`src/hdl/sdr_pkg.sv`:
```
package sdr_pkg;

	// Field widths fixed by the item and register formats.
	localparam int POS_W  = 12;
	localparam int SIDE_W = 7;
	localparam int PROB_W = 17;
	localparam int CELL_W = 2;
	localparam int OP_W   = 2;
	localparam int MODE_W = 2;
	localparam int RULE_W = 2;
	localparam int LC_W   = 13;
	// Mapped cell numbers stay below side*side, and side is at most 127.
	localparam int MAP_W  = 14;
	localparam int DIV_CNT_W = 4;

	localparam int MAX_SIDE_DEF = 64;

	localparam logic [PROB_W-1:0] HALF_Q16 = 17'd32768;

	// APB register map.
	localparam int APB_AW = 4;
	localparam int APB_DW = 32;
	localparam logic [1:0] REG_SIDE   = 2'd0;
	localparam logic [1:0] REG_MOVE   = 2'd1;
	localparam logic [1:0] REG_ATTACH = 2'd2;

	localparam logic [SIDE_W-1:0] SIDE_RST = 7'd10;
	localparam logic [PROB_W-1:0] PROB_RST = 17'd65536;

	localparam logic [OP_W-1:0] OP_WRITE = 2'd0;
	localparam logic [OP_W-1:0] OP_READ  = 2'd1;
	localparam logic [OP_W-1:0] OP_SWEEP = 2'd2;

	localparam logic [MODE_W-1:0] MODE_ID  = 2'd0;
	localparam logic [MODE_W-1:0] MODE_REV = 2'd1;
	localparam logic [MODE_W-1:0] MODE_TR  = 2'd2;
	localparam logic [MODE_W-1:0] MODE_RTR = 2'd3;

	localparam logic [CELL_W-1:0] CELL_EMPTY   = 2'd0;
	localparam logic [CELL_W-1:0] CELL_WALKER  = 2'd1;
	localparam logic [CELL_W-1:0] CELL_CRYSTAL = 2'd2;

	localparam logic [RULE_W-1:0] RULE_NONE   = 2'd0;
	localparam logic [RULE_W-1:0] RULE_FWD    = 2'd1;
	localparam logic [RULE_W-1:0] RULE_BACK   = 2'd2;
	localparam logic [RULE_W-1:0] RULE_ATTACH = 2'd3;

	// Grid port operations requested by the controller.
	localparam logic [2:0] MEM_NONE   = 3'd0;
	localparam logic [2:0] MEM_RD_POS = 3'd1;
	localparam logic [2:0] MEM_WR_POS = 3'd2;
	localparam logic [2:0] MEM_RD_A   = 3'd3;
	localparam logic [2:0] MEM_RD_B   = 3'd4;
	localparam logic [2:0] MEM_WR_A   = 3'd5;
	localparam logic [2:0] MEM_WR_B   = 3'd6;

	typedef struct packed {
		logic [OP_W-1:0]   operation;
		logic [POS_W-1:0]  position;
		logic [CELL_W-1:0] write_value;
		logic [MODE_W-1:0] scan_mode;
		logic [PROB_W-1:0] move_draw;
		logic [PROB_W-1:0] end_draw;
	} req_t;

	typedef struct packed {
		logic [CELL_W-1:0] read_value;
		logic [RULE_W-1:0] rule_applied;
	} rsp_t;

	typedef struct packed {
		logic       capture;
		logic       check;
		logic       div_step;
		logic       map_b;
		logic       map_a;
		logic       cap_va;
		logic       eval;
		logic       load_out;
		logic [2:0] mem_op;
	} dp_cmd_t;

	typedef struct packed {
		logic [OP_W-1:0] in_op;
		logic            sweep_go;
		logic            div_last;
		logic            out_block;
	} dp_stat_t;

	// Cell number visited at scan position pos, where q and r are the
	// quotient and remainder of pos by the side n. One multiplier only.
	function automatic logic [MAP_W-1:0] scan_map(
		input logic [POS_W-1:0]  pos,
		input logic [POS_W-1:0]  q,
		input logic [SIDE_W-1:0] r,
		input logic [SIDE_W-1:0] n,
		input logic [MAP_W-1:0]  total,
		input logic [MODE_W-1:0] mode
	);
		logic [MAP_W-1:0] m;
		logic [MAP_W-1:0] prod;
		logic [MAP_W-1:0] res;
		m = (mode == MODE_RTR) ? (MAP_W'(n) - MAP_W'(r) - MAP_W'(1)) : MAP_W'(r);
		prod = m * MAP_W'(n);
		unique case (mode)
			MODE_ID:  res = MAP_W'(pos);
			MODE_REV: res = total - MAP_W'(1) - MAP_W'(pos);
			MODE_TR:  res = prod + MAP_W'(q);
			MODE_RTR: res = prod + MAP_W'(n) - MAP_W'(q) - MAP_W'(1);
		endcase
		return res;
	endfunction

endpackage

```
`src/hdl/sdr_ctrl.sv`:
```
module sdr_ctrl import sdr_pkg::*; (
	input  logic     clk,
	input  logic     arst_n,
	input  logic     in_valid,
	output logic     in_ready,
	input  dp_stat_t stat,
	output dp_cmd_t  cmd
);

	localparam logic [3:0] S_IDLE = 4'd0;
	localparam logic [3:0] S_WR   = 4'd1;
	localparam logic [3:0] S_RD   = 4'd2;
	localparam logic [3:0] S_CHK  = 4'd3;
	localparam logic [3:0] S_DIV  = 4'd4;
	localparam logic [3:0] S_MAPB = 4'd5;
	localparam logic [3:0] S_MAPA = 4'd6;
	localparam logic [3:0] S_RDA  = 4'd7;
	localparam logic [3:0] S_RDB  = 4'd8;
	localparam logic [3:0] S_EVAL = 4'd9;
	localparam logic [3:0] S_WRA  = 4'd10;
	localparam logic [3:0] S_WRB  = 4'd11;
	localparam logic [3:0] S_DONE = 4'd12;

	logic [3:0] state_q;
	logic [3:0] state_nx;

	always_ff @(posedge clk or negedge arst_n) begin
		if (!arst_n) begin
			state_q <= S_IDLE;
		end else begin
			state_q <= state_nx;
		end
	end

	always_comb begin
		cmd      = '0;
		in_ready = 1'b0;
		state_nx = state_q;
		unique case (state_q)
			S_IDLE: begin
				in_ready = 1'b1;
				if (in_valid) begin
					cmd.capture = 1'b1;
					unique case (stat.in_op)
						OP_WRITE: state_nx = S_WR;
						OP_READ:  state_nx = S_RD;
						OP_SWEEP: state_nx = S_CHK;
						default:  state_nx = S_DONE;
					endcase
				end
			end
			S_WR: begin
				cmd.mem_op = MEM_WR_POS;
				state_nx   = S_DONE;
			end
			S_RD: begin
				cmd.mem_op = MEM_RD_POS;
				state_nx   = S_DONE;
			end
			S_CHK: begin
				cmd.check = 1'b1;
				state_nx  = stat.sweep_go ? S_DIV : S_DONE;
			end
			S_DIV: begin
				cmd.div_step = 1'b1;
				if (stat.div_last) begin
					state_nx = S_MAPB;
				end
			end
			S_MAPB: begin
				cmd.map_b = 1'b1;
				state_nx  = S_MAPA;
			end
			S_MAPA: begin
				cmd.map_a = 1'b1;
				state_nx  = S_RDA;
			end
			S_RDA: begin
				cmd.mem_op = MEM_RD_A;
				state_nx   = S_RDB;
			end
			S_RDB: begin
				cmd.mem_op = MEM_RD_B;
				cmd.cap_va = 1'b1;
				state_nx   = S_EVAL;
			end
			S_EVAL: begin
				cmd.eval = 1'b1;
				state_nx = S_WRA;
			end
			S_WRA: begin
				cmd.mem_op = MEM_WR_A;
				state_nx   = S_WRB;
			end
			S_WRB: begin
				cmd.mem_op = MEM_WR_B;
				state_nx   = S_DONE;
			end
			S_DONE: begin
				if (!stat.out_block) begin
					cmd.load_out = 1'b1;
					state_nx     = S_IDLE;
				end
			end
			default: state_nx = S_IDLE;
		endcase
	end

endmodule

```
`config.mk`:
```
export PLATFORM = sky130hd
export DESIGN_NAME = sdr_ctrl
export DESIGN_NICKNAME = d
export VERILOG_FILES = /design/src/hdl/sdr_pkg.sv /design/src/hdl/sdr_ctrl.sv
export SDC_FILE = /design/constraint.sdc
export NUM_CORES = 1
export LEC_CHECK = 0
export BUFFER_PORTS_ARGS = -buffer_cell sky130_fd_sc_hd__buf_2
export CAP_MARGIN = 20
export CORE_AREA = 2 2 40 42
export DETAILED_ROUTE_END_ITERATION = 10
export DIE_AREA = 0 0 42 44
export SKIP_CTS_REPAIR_TIMING = 1
export SLEW_MARGIN = 20
export SYNTH_ARGS = -nofsm -noshare
export SYNTH_HDL_FRONTEND = slang
export SYNTH_SLANG_ARGS = --single-unit
```
`constraint.sdc`:
```
create_clock -name clk -period 3.43 [get_ports clk]
set_input_delay 0.1715 -clock clk [delete_from_list [all_inputs] [get_ports clk]]
set_output_delay 0.1715 -clock clk [all_outputs]
set_load 0.02 [all_outputs]
```
# Word level (Yosys, flattened, before mapping)
# Index checks and enable logic that the tools add are counted.
[word_totals]
input_bits = 8
register_bits = 4
[classes]
reduce_logical = 4
mux = 18
n_eq_ne = 17
[ops]
columns = ["cell", "count"]
rows = [
  ["$pmux W4 S11", 1],
  ["$eq A4 B4 Y1 const B", 5],
  ["$pmux W3 S6", 1],
  ["$eq A4 B3 Y1 const B", 4],
  ["$mux W4", 4],
  ["$pmux W4 S3", 1],
  ["$mux W1", 11],
  ["$eq A4 B2 Y1 const B", 2],
  ["$ne A2 B2 Y1 const B", 3],
  ["$eq A4 B1 Y1 const B", 1],
  ["$logic_not A4 Y1", 1],
  ["$reduce_and A3 Y1", 1],
  ["$reduce_or A3 Y1", 1],
  ["$eq A2 B1 Y1 const B", 1],
  ["$eq A2 B2 Y1 const B", 1],
  ["$logic_not A2 Y1", 1],
]

# Longest topological paths before layout
[logic_depth]
depth_word = 4
mapped_depth = 4
mapped_depth_nobuf = 4

# Worst setup path after synthesis
# OpenSTA, ideal clock, no wires.
[synth_path]
kind = "reg-to-output"
from = "register state_q[0]"
to = "output port cmd[10] in the netlist's numbering"
setup_slack_ps = 1863
arrival_ps = 1395
stages_incl_launch_ff = 4
path_cell_list = "dfrtp_1 buf_2 nor4_2 and2_1"
[synth_rtl]
columns = ["item", "line_no", "text"]
rows = [
  ["start, declared", "sdr_ctrl.sv:24", "logic [3:0] state_q;"],
  ["start signal, assigned", "sdr_ctrl.sv:31", "state_q <= state_nx;"],
  ["end, declared", "sdr_ctrl.sv:7", "output dp_cmd_t cmd"],
]

==> out/qor.yml <==
p_int_uw: 229
required_ns: 3.26
swShare_pct: 51.6
power.share.clock_pct: 11.8
comb_power_share_pct: 57.6
grt_usage_pct: 11.4
slew_headroom_pct: 65.3
utilization_pct: 42.0
r2r_start: "state_q[0]"
p_leak_nw: 0.330
grt_max_degree: 18
outcome: "completed"
ff_latch_area_um2: 100
drive_above_1_share_pct: 32.5
coreArea_um2: 1420
crit_fanout: 17
row_count: 14
crit_start: "state_q[0]"
port_buffers: 19
ir_worst_vdd_mv: 0.369
place_congestion: 0.703
synth_xor_area_share_pct: 5.57
crit_type: "register to output port"
synthSimpleGateAreaFrac_pct: 32.1
synth_top_family_by_area: "simple AND/OR/NAND/NOR gates"
synthArstFlopShare_pct: 100
via_per_inst: 4.84
yosys.area_share.adder_pct: 7.96
worst_pin_slew_ns: 0.521
final_cell_mix: "buf_2, nor2_1, nor3_1, nand2_1, dfrtp_1"
switchingPower_uw: 244
finalHoldViolations: 0
fill_cells: 147
synth_compound_area_share_pct: 24.1
regMostFlops: "state_q"
final_common_cell: "buf_2"
seq_power_share_pct: 30.5
period_needed_ns: 1.67
io_pins: 20
grt_overflow: 0
first_pass_iters: 2
drv_cap: 0
die-area_um2: 1850
endpoint_kind: "output port"
hold_slack_ns: 0.220
synth_mux_area_share_pct: 0
setup_viol: 0
cts_tree: "yes"
ys.flop_type: "dfrtp_1"
synth_cell_types: 30
ant_nets: 0
route.detailed.drc: 0
ys_ff_latch: 4
cts-buffers-inserted: 3
antenna_found_initial: 0
finClkSkew_ns: 0.00377
dpl.hpwl_um: 808
cts_sinks: 4
fmax_mhz: 599
largest_reg_flops: 4
min_from: "stat[0]"
avgSynthCellArea_um2: 7.61
reg_top3: "state_q: 4 flops"
slew_viol_final: 0
cts_max_level: 1
finalCritPeriodShare_pct: 48.6
first_global_vias: 383
syn-cell-area_um2: 472
seq_area_frac_synth_pct: 21.2
rsz0062_at_grt: "false"
clk_latency_ns: 0.23
totalWireLength_mm: 1.06
wl_per_cell_um: 11.0
synthCells: 62
cts_root_buffer: "clkbuf_4"
syn_nets: 73
cts_buffer_depth: 2
yosys_warnings: 0
grt_pass1_wl_mm: 1.61
antenna_cells: 0
dieHeight_um: 44
cp-start-kind: "register"
setup_tns_ns: 0
drt_first_iter_violations: 2
area_growth_syn_to_layout_pct: 26.3
cp.arrival_ns: 1.50
power.density_nw_per_um2: 793
die_x_um: 42
start_util_pct: 33.2
hp-class: "input pin to register"
path_clk_slew_ns: 0.03
routed-via-count: 465
synth_edf_count: 0
multi_input_area_um2: 329
nNetsFinal: 93
==> power by group through the flow <==
stage	Sequential, mW	Combinational (mW)	Clock (mW)
floorplan	0.0836	0.270	0
global route	0.155	0.301	0.0601
global placement	0.142	0.275	0
CTS	0.143	0.276	0.0597
detailed placement	0.143	0.275	0
finish	0.144	0.272	0.0559
==> cell usage after synthesis (2+ instances only) <==
| cell type | count | area [µm²] |
|---|---|---|
| inv_2 | 2 | 7.51 |
| nor2_1 | 7 | 26.3 |
| a211oi_1 | 2 | 15.0 |
| xor2_1 | 3 | 26.3 |
| buf_2 | 4 | 20.0 |
| dfrtp_1 | 4 | 100 |
| o21ai_1 | 2 | 10.0 |
| nand2b_1 | 2 | 12.5 |
| and2_1 | 3 | 18.8 |
| inv_1 | 3 | 11.3 |
| a21oi_1 | 3 | 15.0 |
| ha_1 | 3 | 37.5 |
| nand2_1 | 4 | 15.0 |
| nor3_1 | 4 | 20.0 |
==> routing by layer <==
| metal | up-vias | wire [µm] | GRT usage [%] |
|---|---|---|---|
| li1 | 256 | - | - |
| met5 | - | 0 | 0 |
| met4 | 0 | 0 | 5.81 |
| met1 | 202 | 531 | 15.5 |
| met2 | 7 | 499 | 17.8 |
| met3 | 0 | 25 | 1.25 |
==> logic make-up after synthesis <==
logic type | after synthesis
flops | 4
fa+ha+maj | 3
buf+inv | 10
xor+xnor | 3
simple gates | 27
compound gates | 15
==> critical path: stages, from the launching register on <==
cell	delay, ns
dfrtp_1	0.55
nor4_2	0.40
and2_1	0.16
buf_2	0.15
==> worst paths after layout <==
check	end	slack, ns	cells after the start
worst min register to register	state_q[0]	0.79	1
worst max-delay path	cmd[10]	1.76	3
min in group asynchronous	state_q[2]	0.28	2
worst max register to register	state_q[3]	1.94	3
worst min-delay path	state_q[3]	0.22	3
max in group asynchronous	state_q[0]	3.03	2
==> through the flow <==
step / power [mW] / cell area (µm²) / instances / setup slack (ns)
floorplan: 0.353 / 472 / 62 / 1.86
global placement: 0.417 / 563 / 92 / 1.95
detailed placement: 0.418 / 563 / 92 / 1.95
CTS: 0.478 / 586 / 95 / 1.74
global route: 0.515 / 596 / 96 / 1.64
finish: 0.472 / 596 / 96 / 1.76
==> final cells by class <==
type,count,share of cell area (%)
tap,16,3.36
multi-input combinational,48,55.3
timing repair buffer,20,17.6
clock buffer,3,3.78
inverter,5,3.15
sequential,4,16.8
(Power assumes the default switching activity.)
