[src/hdl/sdr_pkg.sv]
package sdr_pkg;

	// Field widths fixed by the item and register formats.
	localparam int POS_W  = 12;
	localparam int SIDE_W = 7;
	localparam int PROB_W = 17;
	localparam int CELL_W = 2;
	localparam int OP_W   = 2;
	localparam int MODE_W = 2;
	localparam int RULE_W = 2;
	localparam int LC_W   = 13;
	// Mapped cell numbers stay below side*side, and side is at most 127.
	localparam int MAP_W  = 14;
	localparam int DIV_CNT_W = 4;

	localparam int MAX_SIDE_DEF = 64;

	localparam logic [PROB_W-1:0] HALF_Q16 = 17'd32768;

	// APB register map.
	localparam int APB_AW = 4;
	localparam int APB_DW = 32;
	localparam logic [1:0] REG_SIDE   = 2'd0;
	localparam logic [1:0] REG_MOVE   = 2'd1;
	localparam logic [1:0] REG_ATTACH = 2'd2;

	localparam logic [SIDE_W-1:0] SIDE_RST = 7'd10;
	localparam logic [PROB_W-1:0] PROB_RST = 17'd65536;

	localparam logic [OP_W-1:0] OP_WRITE = 2'd0;
	localparam logic [OP_W-1:0] OP_READ  = 2'd1;
	localparam logic [OP_W-1:0] OP_SWEEP = 2'd2;

	localparam logic [MODE_W-1:0] MODE_ID  = 2'd0;
	localparam logic [MODE_W-1:0] MODE_REV = 2'd1;
	localparam logic [MODE_W-1:0] MODE_TR  = 2'd2;
	localparam logic [MODE_W-1:0] MODE_RTR = 2'd3;

	localparam logic [CELL_W-1:0] CELL_EMPTY   = 2'd0;
	localparam logic [CELL_W-1:0] CELL_WALKER  = 2'd1;
	localparam logic [CELL_W-1:0] CELL_CRYSTAL = 2'd2;

	localparam logic [RULE_W-1:0] RULE_NONE   = 2'd0;
	localparam logic [RULE_W-1:0] RULE_FWD    = 2'd1;
	localparam logic [RULE_W-1:0] RULE_BACK   = 2'd2;
	localparam logic [RULE_W-1:0] RULE_ATTACH = 2'd3;

	// Grid port operations requested by the controller.
	localparam logic [2:0] MEM_NONE   = 3'd0;
	localparam logic [2:0] MEM_RD_POS = 3'd1;
	localparam logic [2:0] MEM_WR_POS = 3'd2;
	localparam logic [2:0] MEM_RD_A   = 3'd3;
	localparam logic [2:0] MEM_RD_B   = 3'd4;
	localparam logic [2:0] MEM_WR_A   = 3'd5;
	localparam logic [2:0] MEM_WR_B   = 3'd6;

	typedef struct packed {
		logic [OP_W-1:0]   operation;
		logic [POS_W-1:0]  position;
		logic [CELL_W-1:0] write_value;
		logic [MODE_W-1:0] scan_mode;
		logic [PROB_W-1:0] move_draw;
		logic [PROB_W-1:0] end_draw;
	} req_t;

	typedef struct packed {
		logic [CELL_W-1:0] read_value;
		logic [RULE_W-1:0] rule_applied;
	} rsp_t;

	typedef struct packed {
		logic       capture;
		logic       check;
		logic       div_step;
		logic       map_b;
		logic       map_a;
		logic       cap_va;
		logic       eval;
		logic       load_out;
		logic [2:0] mem_op;
	} dp_cmd_t;

	typedef struct packed {
		logic [OP_W-1:0] in_op;
		logic            sweep_go;
		logic            div_last;
		logic            out_block;
	} dp_stat_t;

	// Cell number visited at scan position pos, where q and r are the
	// quotient and remainder of pos by the side n. One multiplier only.
	function automatic logic [MAP_W-1:0] scan_map(
		input logic [POS_W-1:0]  pos,
		input logic [POS_W-1:0]  q,
		input logic [SIDE_W-1:0] r,
		input logic [SIDE_W-1:0] n,
		input logic [MAP_W-1:0]  total,
		input logic [MODE_W-1:0] mode
	);
		logic [MAP_W-1:0] m;
		logic [MAP_W-1:0] prod;
		logic [MAP_W-1:0] res;
		m = (mode == MODE_RTR) ? (MAP_W'(n) - MAP_W'(r) - MAP_W'(1)) : MAP_W'(r);
		prod = m * MAP_W'(n);
		unique case (mode)
			MODE_ID:  res = MAP_W'(pos);
			MODE_REV: res = total - MAP_W'(1) - MAP_W'(pos);
			MODE_TR:  res = prod + MAP_W'(q);
			MODE_RTR: res = prod + MAP_W'(n) - MAP_W'(q) - MAP_W'(1);
		endcase
		return res;
	endfunction

endpackage

[src/hdl/sdr_cfg.sv]
module sdr_cfg import sdr_pkg::*; (
	input  logic              clk,
	input  logic              arst_n,
	input  logic              psel,
	input  logic              penable,
	input  logic              pwrite,
	input  logic [APB_AW-1:0] paddr,
	input  logic [APB_DW-1:0] pwdata,
	output logic [APB_DW-1:0] prdata,
	output logic              pready,
	output logic [SIDE_W-1:0] side,
	output logic [PROB_W-1:0] move_prob,
	output logic [PROB_W-1:0] attach_prob
);

	logic [SIDE_W-1:0] side_q;
	logic [PROB_W-1:0] move_q;
	logic [PROB_W-1:0] attach_q;
	logic              wr_en;
	logic [1:0]        reg_idx;

	assign pready  = 1'b1;
	assign wr_en   = psel && penable && pwrite;
	assign reg_idx = paddr[3:2];

	always_ff @(posedge clk or negedge arst_n) begin
		if (!arst_n) begin
			side_q   <= SIDE_RST;
			move_q   <= PROB_RST;
			attach_q <= PROB_RST;
		end else if (wr_en) begin
			unique case (reg_idx)
				REG_SIDE:   side_q   <= pwdata[SIDE_W-1:0];
				REG_MOVE:   move_q   <= pwdata[PROB_W-1:0];
				REG_ATTACH: attach_q <= pwdata[PROB_W-1:0];
				default: ;
			endcase
		end
	end

	always_comb begin
		unique case (reg_idx)
			REG_SIDE:   prdata = APB_DW'(side_q);
			REG_MOVE:   prdata = APB_DW'(move_q);
			REG_ATTACH: prdata = APB_DW'(attach_q);
			default:    prdata = '0;
		endcase
	end

	assign side        = side_q;
	assign move_prob   = move_q;
	assign attach_prob = attach_q;

endmodule

[config.mk]
export PLATFORM = sky130hd
export DESIGN_NAME = sdr_cfg
export DESIGN_NICKNAME = d
export VERILOG_FILES = /design/src/hdl/sdr_pkg.sv /design/src/hdl/sdr_cfg.sv
export SDC_FILE = /design/constraint.sdc
export NUM_CORES = 1
export LEC_CHECK = 0
export BUFFER_PORTS_ARGS = -buffer_cell sky130_fd_sc_hd__buf_2
export CAP_MARGIN = 20
export CORE_MARGIN = 10
export CORE_UTILIZATION = 30
export DETAILED_ROUTE_END_ITERATION = 12
export PLACE_DENSITY = 0.71
export REMOVE_ABC_BUFFERS = 1
export SKIP_CTS_REPAIR_TIMING = 1
export SLEW_MARGIN = 25
export SYNTH_ARGS = -nofsm -noshare
export SYNTH_HDL_FRONTEND = slang
export SYNTH_SLANG_ARGS = --single-unit
export TNS_END_PERCENT = 10
[constraint.sdc]
create_clock -name clk -period 1.1 [get_ports clk]
set_input_delay 0.165 -clock clk [delete_from_list [all_inputs] [get_ports clk]]
set_output_delay 0.165 -clock clk [all_outputs]
set_load 0.05 [all_outputs]
* After elaboration in Yosys (flattened, before gate mapping)
Cells that the tools add are included.
** Word-level totals
- Register bits after elaboration :: 41
- Output and inout port bits :: 74
- Word-level logic and storage cells :: 12
** Operators by class
- Equal/unequal tests :: 2
- Muxes and demuxes :: 1
- Reductions and logical operators :: 6
** Operators with widths (number)
- one-hot mux 17 bit (3 select lines) :: 1
- AND reduction 2 bit :: 3
- equality test 2 x 1 -> 1 bit (second input constant) :: 1
- equality test 2 bit (second input constant) :: 1
- logical AND 1 bit :: 2
- zero test 2 bit :: 1

* Depth between registers and ports, before layout
Gate-level depths: netlist of run 1.
- Depth in word-level cells :: 3
- Depth in mapped cells :: 6
- Mapped depth without buffers :: 3

* Worst setup path after synthesis of run 1
No wires, ideal clock.
- Path type :: flip-flop to output port
- Start :: reg side_q[3] (netlist: side[3])
- End :: out prdata[3]
- Arrival :: 1.893 ns
- Required time :: 0.935 ns
- Slack :: -0.958 ns
- Cell stages (with the launch flop) :: 3
- Cell sequence :: dfstp_2 -> mux2i_1 -> o21ai_0
** Between the ends
- Word-level cells in the longest chain between the ends :: 1
** Ends and longest elaborated chain
- start: declaration :: line sdr_cfg.sv:16 : logic [SIDE_W-1:0] side_q;
- start signal: assignment :: line sdr_cfg.sv:33 : REG_SIDE: side_q <= pwdata[SIDE_W-1:0];
- one-hot mux 17 bit (3 select lines) :: line sdr_cfg.sv:42 : unique case (reg_idx)
- end: declaration :: line sdr_cfg.sv:9 : output logic [APB_DW-1:0] prdata,
No other way between the ends.

* Worst setup path after layout of run 1
- Start :: reg side_q[1] (netlist: side[1])
- End :: out prdata[1]
Same word-level chain as after synthesis.

==> results of run 1 <==
[state kept, by name, summed over array words and instances, names as in the netlist]
register,count
side,7
move_prob,17
attach_prob,17
[power breakdown]
| group | internal, uW | switching, uW |
|---|---|---|
| logic | 1260 | 2280 |
| clock network | 509 | 530 |
| registers | 1880 | 289 |
| total | 3660 | 3100 |
[final cells by class]
| type | count | share of cell area (%) |
|---|---|---|
| multi-input combinational | 94 | 28.43 |
| timing repair buffer | 107 | 30.32 |
| tap | 77 | 3.248 |
| clock buffer | 6 | 2.784 |
| sequential | 41 | 34.75 |
| clock inverter | 2 | 0.4639 |
[critical path, cell delays in order (launching register included)]
cell,delay [ns]
dfstp_2,0.55
mux2i_1,0.06
o21ai_1,0.14
buf_6,0.18
[routing by layer]
layer | global-route usage [%] | vias up | wire [um]
met2 | 15.72 | 49 | 2890
met3 | 4.221 | 5 | 481
li1 | - | 690 | -
met1 | 12.91 | 730 | 2294
met4 | 2.572 | 0 | 39
met5 | 0 | - | 0
[how the worst min path moves through the flow]
stage,to,slack [ns]
floorplan,attach_prob[0],-0.13
global placement,attach_prob[1],0.15
detailed placement,move_prob[1],0.16
CTS,move_prob[1],-0.17
global route,attach_prob[13],0.10
finish,attach_prob[13],0.12
[cells in the mapped netlist, drive strengths merged]
cell type | count | area, um^2
nor3 | 1 | 10.01
conb | 2 | 7.510
nor3b | 1 | 12.51
clkbuf | 2 | 7.510
dfrtp | 37 | 925.9
dfstp | 4 | 105.1
nand2 | 7 | 26.28
nor2b | 2 | 12.51
nand3 | 1 | 10.01
buf | 22 | 173.9
o21ai | 7 | 35.03
mux2i | 7 | 70.07
or3b | 1 | 8.760
mux2 | 41 | 499.2
a22o | 10 | 87.58
[stage by stage]
step                      area (um^2)  util, %  hold WS (ns)  total power [uW]  cells
after floorplan                  1863        -       -0.1306              4396    135
after global placement           2541    39.79        0.1539              5168    314
after detailed placement         2541    39.79        0.1553              5209    314
after CTS                        2638    41.30       -0.1694              6260    322
after global routing             2967    46.45        0.1025              7064    327
final                            2967    46.45        0.1163              6755    327
[kinds of logic after synthesis]
logic type	Yosys count	synth area share, %
AOI/OAI and AO/OA	17	6.155
buffers and inverters	24	9.108
DFF	41	51.76
muxes	48	28.58
other	2	0.3770
and+or+nand+nor	13	4.020
==> impl_metrics.tcl, run 1 <==
set metrics [dict create \
    hp-start "pwdata[13]" \
    clock_sinks 41 \
    die_w_um 101.5 \
    r2r-end "move_prob[15]" \
    io_buffers 81 \
    drive_above_1_share_pct 65.60 \
    timing.rr.start "move_prob[15]" \
    crit_path_end "prdata[1]" \
    multiInputGateArea_um2 843.3 \
    cts_inserted_buffers 5 \
    rows 29 \
    reg2reg_depth 2 \
    cts_tree "built" \
    clk_path_buf_depth 2 \
    violations "setup timing" \
    synth_area_um2 1992 \
    slew_viol_final 0 \
    area_growth_pct 48.93 \
    rsz0062_at_grt "true" \
    dieHeight_um 101.5 \
    io_pins 115 \
    ant_nets 0 \
    start_util_pct 31.19 \
    cts.htree.levels 2 \
    core_area_um2 6386 \
    cap_violations 0 \
    place_congestion 0.7525 \
    fmax_ghz 0.7203 \
    finalSetupViolCount 26 \
    hold_class "input port to register" \
    grt_pass1_wl_um 8397 \
    setup_ws_ns -0.2883 \
    status "complete, but fails checks" \
    finalCriticalPeriod_ns 1.388 \
    ys_ff_latch 41 \
    cp-start-kind "register" \
    final-seq-area_um2 1031 \
    final_common_cell "buf_4" \
    wirelength_um 5705 \
    cp_max_fo 2 \
    path_class "register to primary output" \
    post-dp-hpwl_um 4278 \
    drtIter0Drc 36 \
    p_leak_uw 0.001489 \
    crit_path_end_kind "primary output" \
    whs_path_depth 2 \
    num_antenna_cells 0 \
    hold_viol 0 \
    placement.setup.worst_slack_ns -0.3076 \
    ys_seq_area_share_pct 51.76 \
    most-common-layout-cells "buf_4, dfrtp_1, buf_6" \
    fillers 586 \
    fin_nets 290 \
    avgSynthCellArea_um2 13.74 \
    cp.required_ns 0.94 \
    crit_start "side[1]" \
    yosysWarnings 0 \
    crit_arrival_ns 1.22 \
    reg2reg_setup_slack_ns 0.20 \
    antenna_found_initial 0 \
    num_vias 1474 \
    clk_pin_slew_ns 0.09 \
    grt_overflow_total 0 \
    fin_skew_ns 0 \
    grt_pass1_vias 1525 \
    grt_max_degree 42 \
    fin_setup_tns_ns -3.542 \
    cellPowerDensity_nw_per_um2 2277 \
    first_pass_iters 4 \
    ir_worst_vdd_mv 1.215 \
    synth_cell_types 19 \
    root_buffer "clkbuf_8" \
    die-area_um2 10300 \
    drc_errors 0 \
    track_usage_pct 10.20 \
    period_share_pct 126.2 \
    syn_inst 145 \
    clk_latency_ns 0.29 \
    viasPerCell 4.508 \
    wl_per_cell_um 17.45 \
]
No activity file was read; power rests on OpenSTA's default activity.
==> inputs of run 2 (changes only) <==
--- a/config.mk
+++ b/config.mk
@@ -7,7 +7,7 @@
 export LEC_CHECK = 0
 export BUFFER_PORTS_ARGS = -buffer_cell sky130_fd_sc_hd__buf_2
 export CAP_MARGIN = 20
-export CORE_MARGIN = 10
+export CORE_MARGIN = 5
 export CORE_UTILIZATION = 30
 export DETAILED_ROUTE_END_ITERATION = 12
 export PLACE_DENSITY = 0.71
==> constraint.sdc (replaced) <==
create_clock -name clk -period 1.1 [get_ports clk]
set_input_delay 0.055 -clock clk [delete_from_list [all_inputs] [get_ports clk]]
set_output_delay 0.055 -clock clk [all_outputs]
set_load 0.05 [all_outputs]
==> impl_metrics.tcl, run 2 (synthesis gave the netlist of run 1 again) <==
set metrics [dict create \
    path_class "register to primary output" \
    clock_sinks 41 \
    dieHeight_um 91.49 \
    cp_max_fo 2 \
    violations "setup timing" \
    hold_class "input port to register" \
    crit_path_end_kind "primary output" \
    cts_inserted_buffers 5 \
    clk_pin_slew_ns 0.07 \
    ir_worst_vdd_mv 1.180 \
    drc_errors 0 \
    rsz0062_at_grt "true" \
    rows 29 \
    whs_path_depth 2 \
    hp-start "pwdata[12]" \
    drtIter0Drc 59 \
    utilization_pct 42.59 \
    cts_tree "built" \
    cp-start-kind "register" \
    fin_setup_tns_ns -0.8707 \
    cellPowerDensity_nw_per_um2 2291 \
    fin_skew_ns 0 \
    wirelength_um 5009 \
    grt_overflow_total 0 \
    core_area_um2 6422 \
    worst_hold_path.endpoint "move_prob[12]" \
    p_int_uw 3306 \
    period_share_pct 116.2 \
    place_congestion 0.7203 \
    wl_per_cell_um 15.70 \
    viasPerCell 4.480 \
    final_common_cell "buf_2" \
    die-area_um2 8370 \
    stdcell_area_um2 2735 \
    cp.required_ns 1.04 \
    cts.htree.levels 2 \
    root_buffer "clkbuf_8" \
    r2r-end "side[3]" \
    antenna_found_initial 0 \
    timing.rr.start "side[3]" \
    drive_above_1_share_pct 62.81 \
    p_sw_uw 2961 \
    area_growth_pct 37.31 \
    crit_arrival_ns 1.22 \
    finalSetupViolCount 19 \
    io_pins 115 \
    hold_viol 0 \
    clk_path_buf_depth 2 \
    reg2reg_depth 2 \
    track_usage_pct 11.62 \
    start_util_pct 31.01 \
    cap_violations 0 \
    num_antenna_cells 0 \
    seqPwrFrac_pct 34.3 \
    first_pass_iters 4 \
    power_frac_comb_pct 49.9 \
    slew_viol_final 0 \
    most-common-layout-cells "buf_2, dfrtp_1, mux2_2" \
    switching_share_pct 47.25 \
    ant_nets 0 \
    io_buffers 81 \
    num_vias 1429 \
    grt_max_degree 42 \
    fmax_ghz 0.7824 \
    p_clk_share_pct 15.8 \
    fin_nets 282 \
    grt_pass1_wl_um 7803 \
    die_w_um 91.49 \
    status "complete, but fails checks" \
    grt_pass1_vias 1458 \
    reg2reg_setup_slack_ns 0.26 \
    clk_latency_ns 0.28 \
    placement.setup.worst_slack_ns -0.1845 \
    setup_ws_ns -0.1780 \
    finalCriticalPeriod_ns 1.278 \
    p_leak_uw 0.001399 \
    post-dp-hpwl_um 3727 \
    postPlaceCellArea_um2 2530 \
]
[run 2: cell types whose count changed in the layout (fill, tap and decap cells not counted), sizes merged]
cell | before | now
clkbuf | 9 | 8
buf | 103 | 98
clkinv | 2 | 0
[run 2: layout make-up]
cell class,count,area (um^2)
Sequential cell,41,1031
Clock buffer,8,90.09
Multi-Input combinational cell,94,832.0
Timing Repair Buffer,99,685.7
Tap cell,77,96.34
Fill cell,602,3687
[run 2: worst max-delay path, cell delays in order, from the launching register on]
cell and delay [ns]:
dfstp_2 0.54, mux2i_1 0.06, o21ai_1 0.16, buf_6 0.18
[run 2: stage by stage]
step | std cells | total power, uW | hold WS (ns)
after floorplan | 135 | 4396 | -0.2406
after CTS | 318 | 6165 | -0.2656
after detailed placement | 310 | 5159 | 0.04743
final | 319 | 6267 | 0.01635
after global routing | 319 | 6580 | 0.00008898
after global placement | 310 | 5124 | 0.04573
[run 2: how the worst max path moves through the flow]
stage,from,endpoint,slack [ns],depth (start not counted)
floorplan,side[3],prdata[3],-0.85,2
global placement,pwrite,attach_prob[7],-0.18,6
detailed placement,pwrite,attach_prob[14],-0.18,6
CTS,side[3],prdata[3],-0.29,3
global route,side[1],prdata[1],-0.24,3
finish,side[3],prdata[3],-0.18,3
[run 2: per-layer routing]
metal / vias to the layer above / GRT usage (%) / part of all wire (%)
li1: 664 / - / -
met1: 693 / 15.41 / 44
met2: 63 / 18.20 / 46
met3: 9 / 4.050 / 8.2
met4: 0 / 2.764 / 1.4
met5: - / 0 / 0
[run 2: power by group through the flow]
stage	Clock (uW)	Combinational (uW)	Sequential, uW
floorplan	0	994	3400
global placement	0	2960	2170
detailed placement	0	2980	2180
CTS	1030	2980	2150
global route	1120	3250	2210
finish	989	3130	2150
==> inputs of run 3 (changes only) <==
--- a/config.mk
+++ b/config.mk
@@ -5,12 +5,16 @@
 export SDC_FILE = /design/constraint.sdc
 export NUM_CORES = 1
 export LEC_CHECK = 0
+export ABC_CLOCK_PERIOD_IN_PS = 1100
 export BUFFER_PORTS_ARGS = -buffer_cell sky130_fd_sc_hd__buf_2
 export CAP_MARGIN = 20
+export CELL_PAD_IN_SITES_DETAIL_PLACEMENT = 0
+export CELL_PAD_IN_SITES_GLOBAL_PLACEMENT = 1
 export CORE_MARGIN = 5
 export CORE_UTILIZATION = 30
 export DETAILED_ROUTE_END_ITERATION = 12
-export PLACE_DENSITY = 0.71
+export PLACE_DENSITY = 0.87
+export RECOVER_POWER = 25
 export REMOVE_ABC_BUFFERS = 1
 export SKIP_CTS_REPAIR_TIMING = 1
 export SLEW_MARGIN = 25
==> impl_metrics.tcl, run 3 (synthesis gave the netlist of run 1 again) <==
set metrics [dict create \
    status "complete, but fails checks" \
    violations "setup timing" \
    root_buffer "clkbuf_8" \
    antenna_found_initial 0 \
    dieHeight_um 91.49 \
    drc_errors 0 \
    hold_class "input port to register" \
    ir_worst_vdd_mv 1.086 \
    cap_violations 0 \
    start_util_pct 31.01 \
    p_int_uw 3230 \
    track_usage_pct 11.43 \
    drive_above_1_share_pct 63.16 \
    clk_latency_ns 0.28 \
    fillers 601 \
    max_stage_delay_ns 0.54 \
    hold_viol 0 \
    clock_sinks 41 \
    first_pass_iters 4 \
    grt_overflow_total 0 \
    p_leak_uw 0.001406 \
    placement.setup.worst_slack_ns -0.1968 \
    p_total_uw 6233 \
    crit_arrival_ns 1.22 \
    num_vias 1438 \
    die-area_um2 8370 \
    die_w_um 91.49 \
    cp_max_fo 2 \
    clk_pin_slew_ns 0.08 \
    cp_cell_sequence "mux2i_1 > o21ai_2 > buf_6" \
    rsz0062_at_grt "true" \
    io_pins 115 \
    final_common_cell "buf_2" \
    fmax_ghz 0.7841 \
    grt_use_met1_pct 14.74 \
    utilization_pct 42.24 \
    p_clk_share_pct 15.3 \
    grt_max_degree 42 \
    ant_nets 0 \
    most-common-layout-cells "buf_2, dfrtp_1, mux2_2" \
    cts.htree.levels 2 \
    finalCriticalPeriod_ns 1.275 \
    grt-busiest-layer "met2" \
    path_class "register to primary output" \
    cellPowerDensity_nw_per_um2 2298 \
    place_congestion 0.7233 \
    wl_per_cell_um 15.35 \
    setup_ws_ns -0.1754 \
    grt_pass1_vias 1529 \
    slowest_stage "dfstp_2" \
    rows 29 \
    slew_viol_final 0 \
    cts_tree "built" \
    core_area_um2 6422 \
    post-dp-hpwl_um 3763 \
    cp-start-kind "register" \
    gr-usage-met2_pct 18.81 \
    wirelength_um 4975 \
    slew_headroom_pct 61.99 \
    io_buffers 81 \
    viasPerCell 4.438 \
    power_frac_comb_pct 50.1 \
    finalSetupViolCount 19 \
    final-seq-area_um2 1031 \
    cp.required_ns 1.04 \
    tightest_slew_ns 0.5701 \
    num_antenna_cells 0 \
    fin_nets 287 \
    grt_pass1_wl_um 7665 \
    period_share_pct 115.9 \
    area_growth_pct 36.18 \
    seqPwrFrac_pct 34.6 \
    fin_skew_ns 0 \
    reg2reg_setup_slack_ns 0.25 \
    switching_share_pct 48.18 \
    drtIter0Drc 22 \
    multiInputGateArea_um2 835.8 \
    clk_path_buf_depth 2 \
    cts_inserted_buffers 5 \
    p_sw_uw 3003 \
    crit_path_end_kind "primary output" \
    grt_use_met3_pct 3.223 \
]
-- run 3: cell count changes in the layout (fill, tap and decap cells not counted), sizes merged --
cell and change:
dlygate4sd3 +3, buf +1, clkbuf -1, clkinv +2
-- run 3: per-layer routing --
layer  share of wire, %  vias to the layer above
li1                   -                      679
met1                 44                      699
met2                 49                       56
met3                6.5                        4
met4               0.54                        0
met5                  0                        -
-- run 3: power by group through the flow --
stage          clock (uW)  combinational, uW  sequential [uW]
6_report              951               3120             2160
3_5_place_dp            0               2990             2180
4_1_cts               983               2990             2160
2_1_floorplan           0                994             3400
5_1_grt              1050               3260             2210
3_3_place_gp            0               2960             2170
-- run 3: through the flow --
| stage | hold slack, ns | TNS, ns | cell area (um^2) | std cells |
|---|---|---|---|---|
| global route | 0.0001488 | -2.508 | 2713 | 324 |
| CTS | -0.2678 | -2.797 | 2603 | 320 |
| floorplan | -0.2406 | -16.74 | 1863 | 135 |
| global placement | 0.04088 | -4.898 | 2520 | 312 |
| finish | 0.006909 | -1.353 | 2713 | 324 |
| detailed placement | 0.05573 | -5.397 | 2520 | 312 |
-- run 3: final timing paths --
| path | startpoint | endpoint | cells after the start |
|---|---|---|---|
| max | side[3] | prdata[3] | 3 |
| min | pwdata[8] | move_prob[8] | 2 |
| max reg2reg | side[3] | side[3] | 2 |
| min reg2reg | attach_prob[10] | attach_prob[10] | 1 |
| max in group asynchronous | arst_n | side[3] | 3 |
| min in group asynchronous | arst_n | attach_prob[13] | 3 |
-- run 3: cell type report --
cell class,count,share of cell area (%)
clock buffers,6,2.675
clock inverters,2,0.3690
multi-input cells,94,30.81
flip-flops and latches,41,38.01
well taps,77,3.552
repair buffers,104,24.58
-- run 3: critical path, delay by kind of cell (launching register included) --
kind | cells | cell delay, ns
AO/OA/AOI/OAI | 1 | 0.14
multiplexers | 1 | 0.07
flip-flops | 1 | 0.54
buffers and inverters | 1 | 0.18
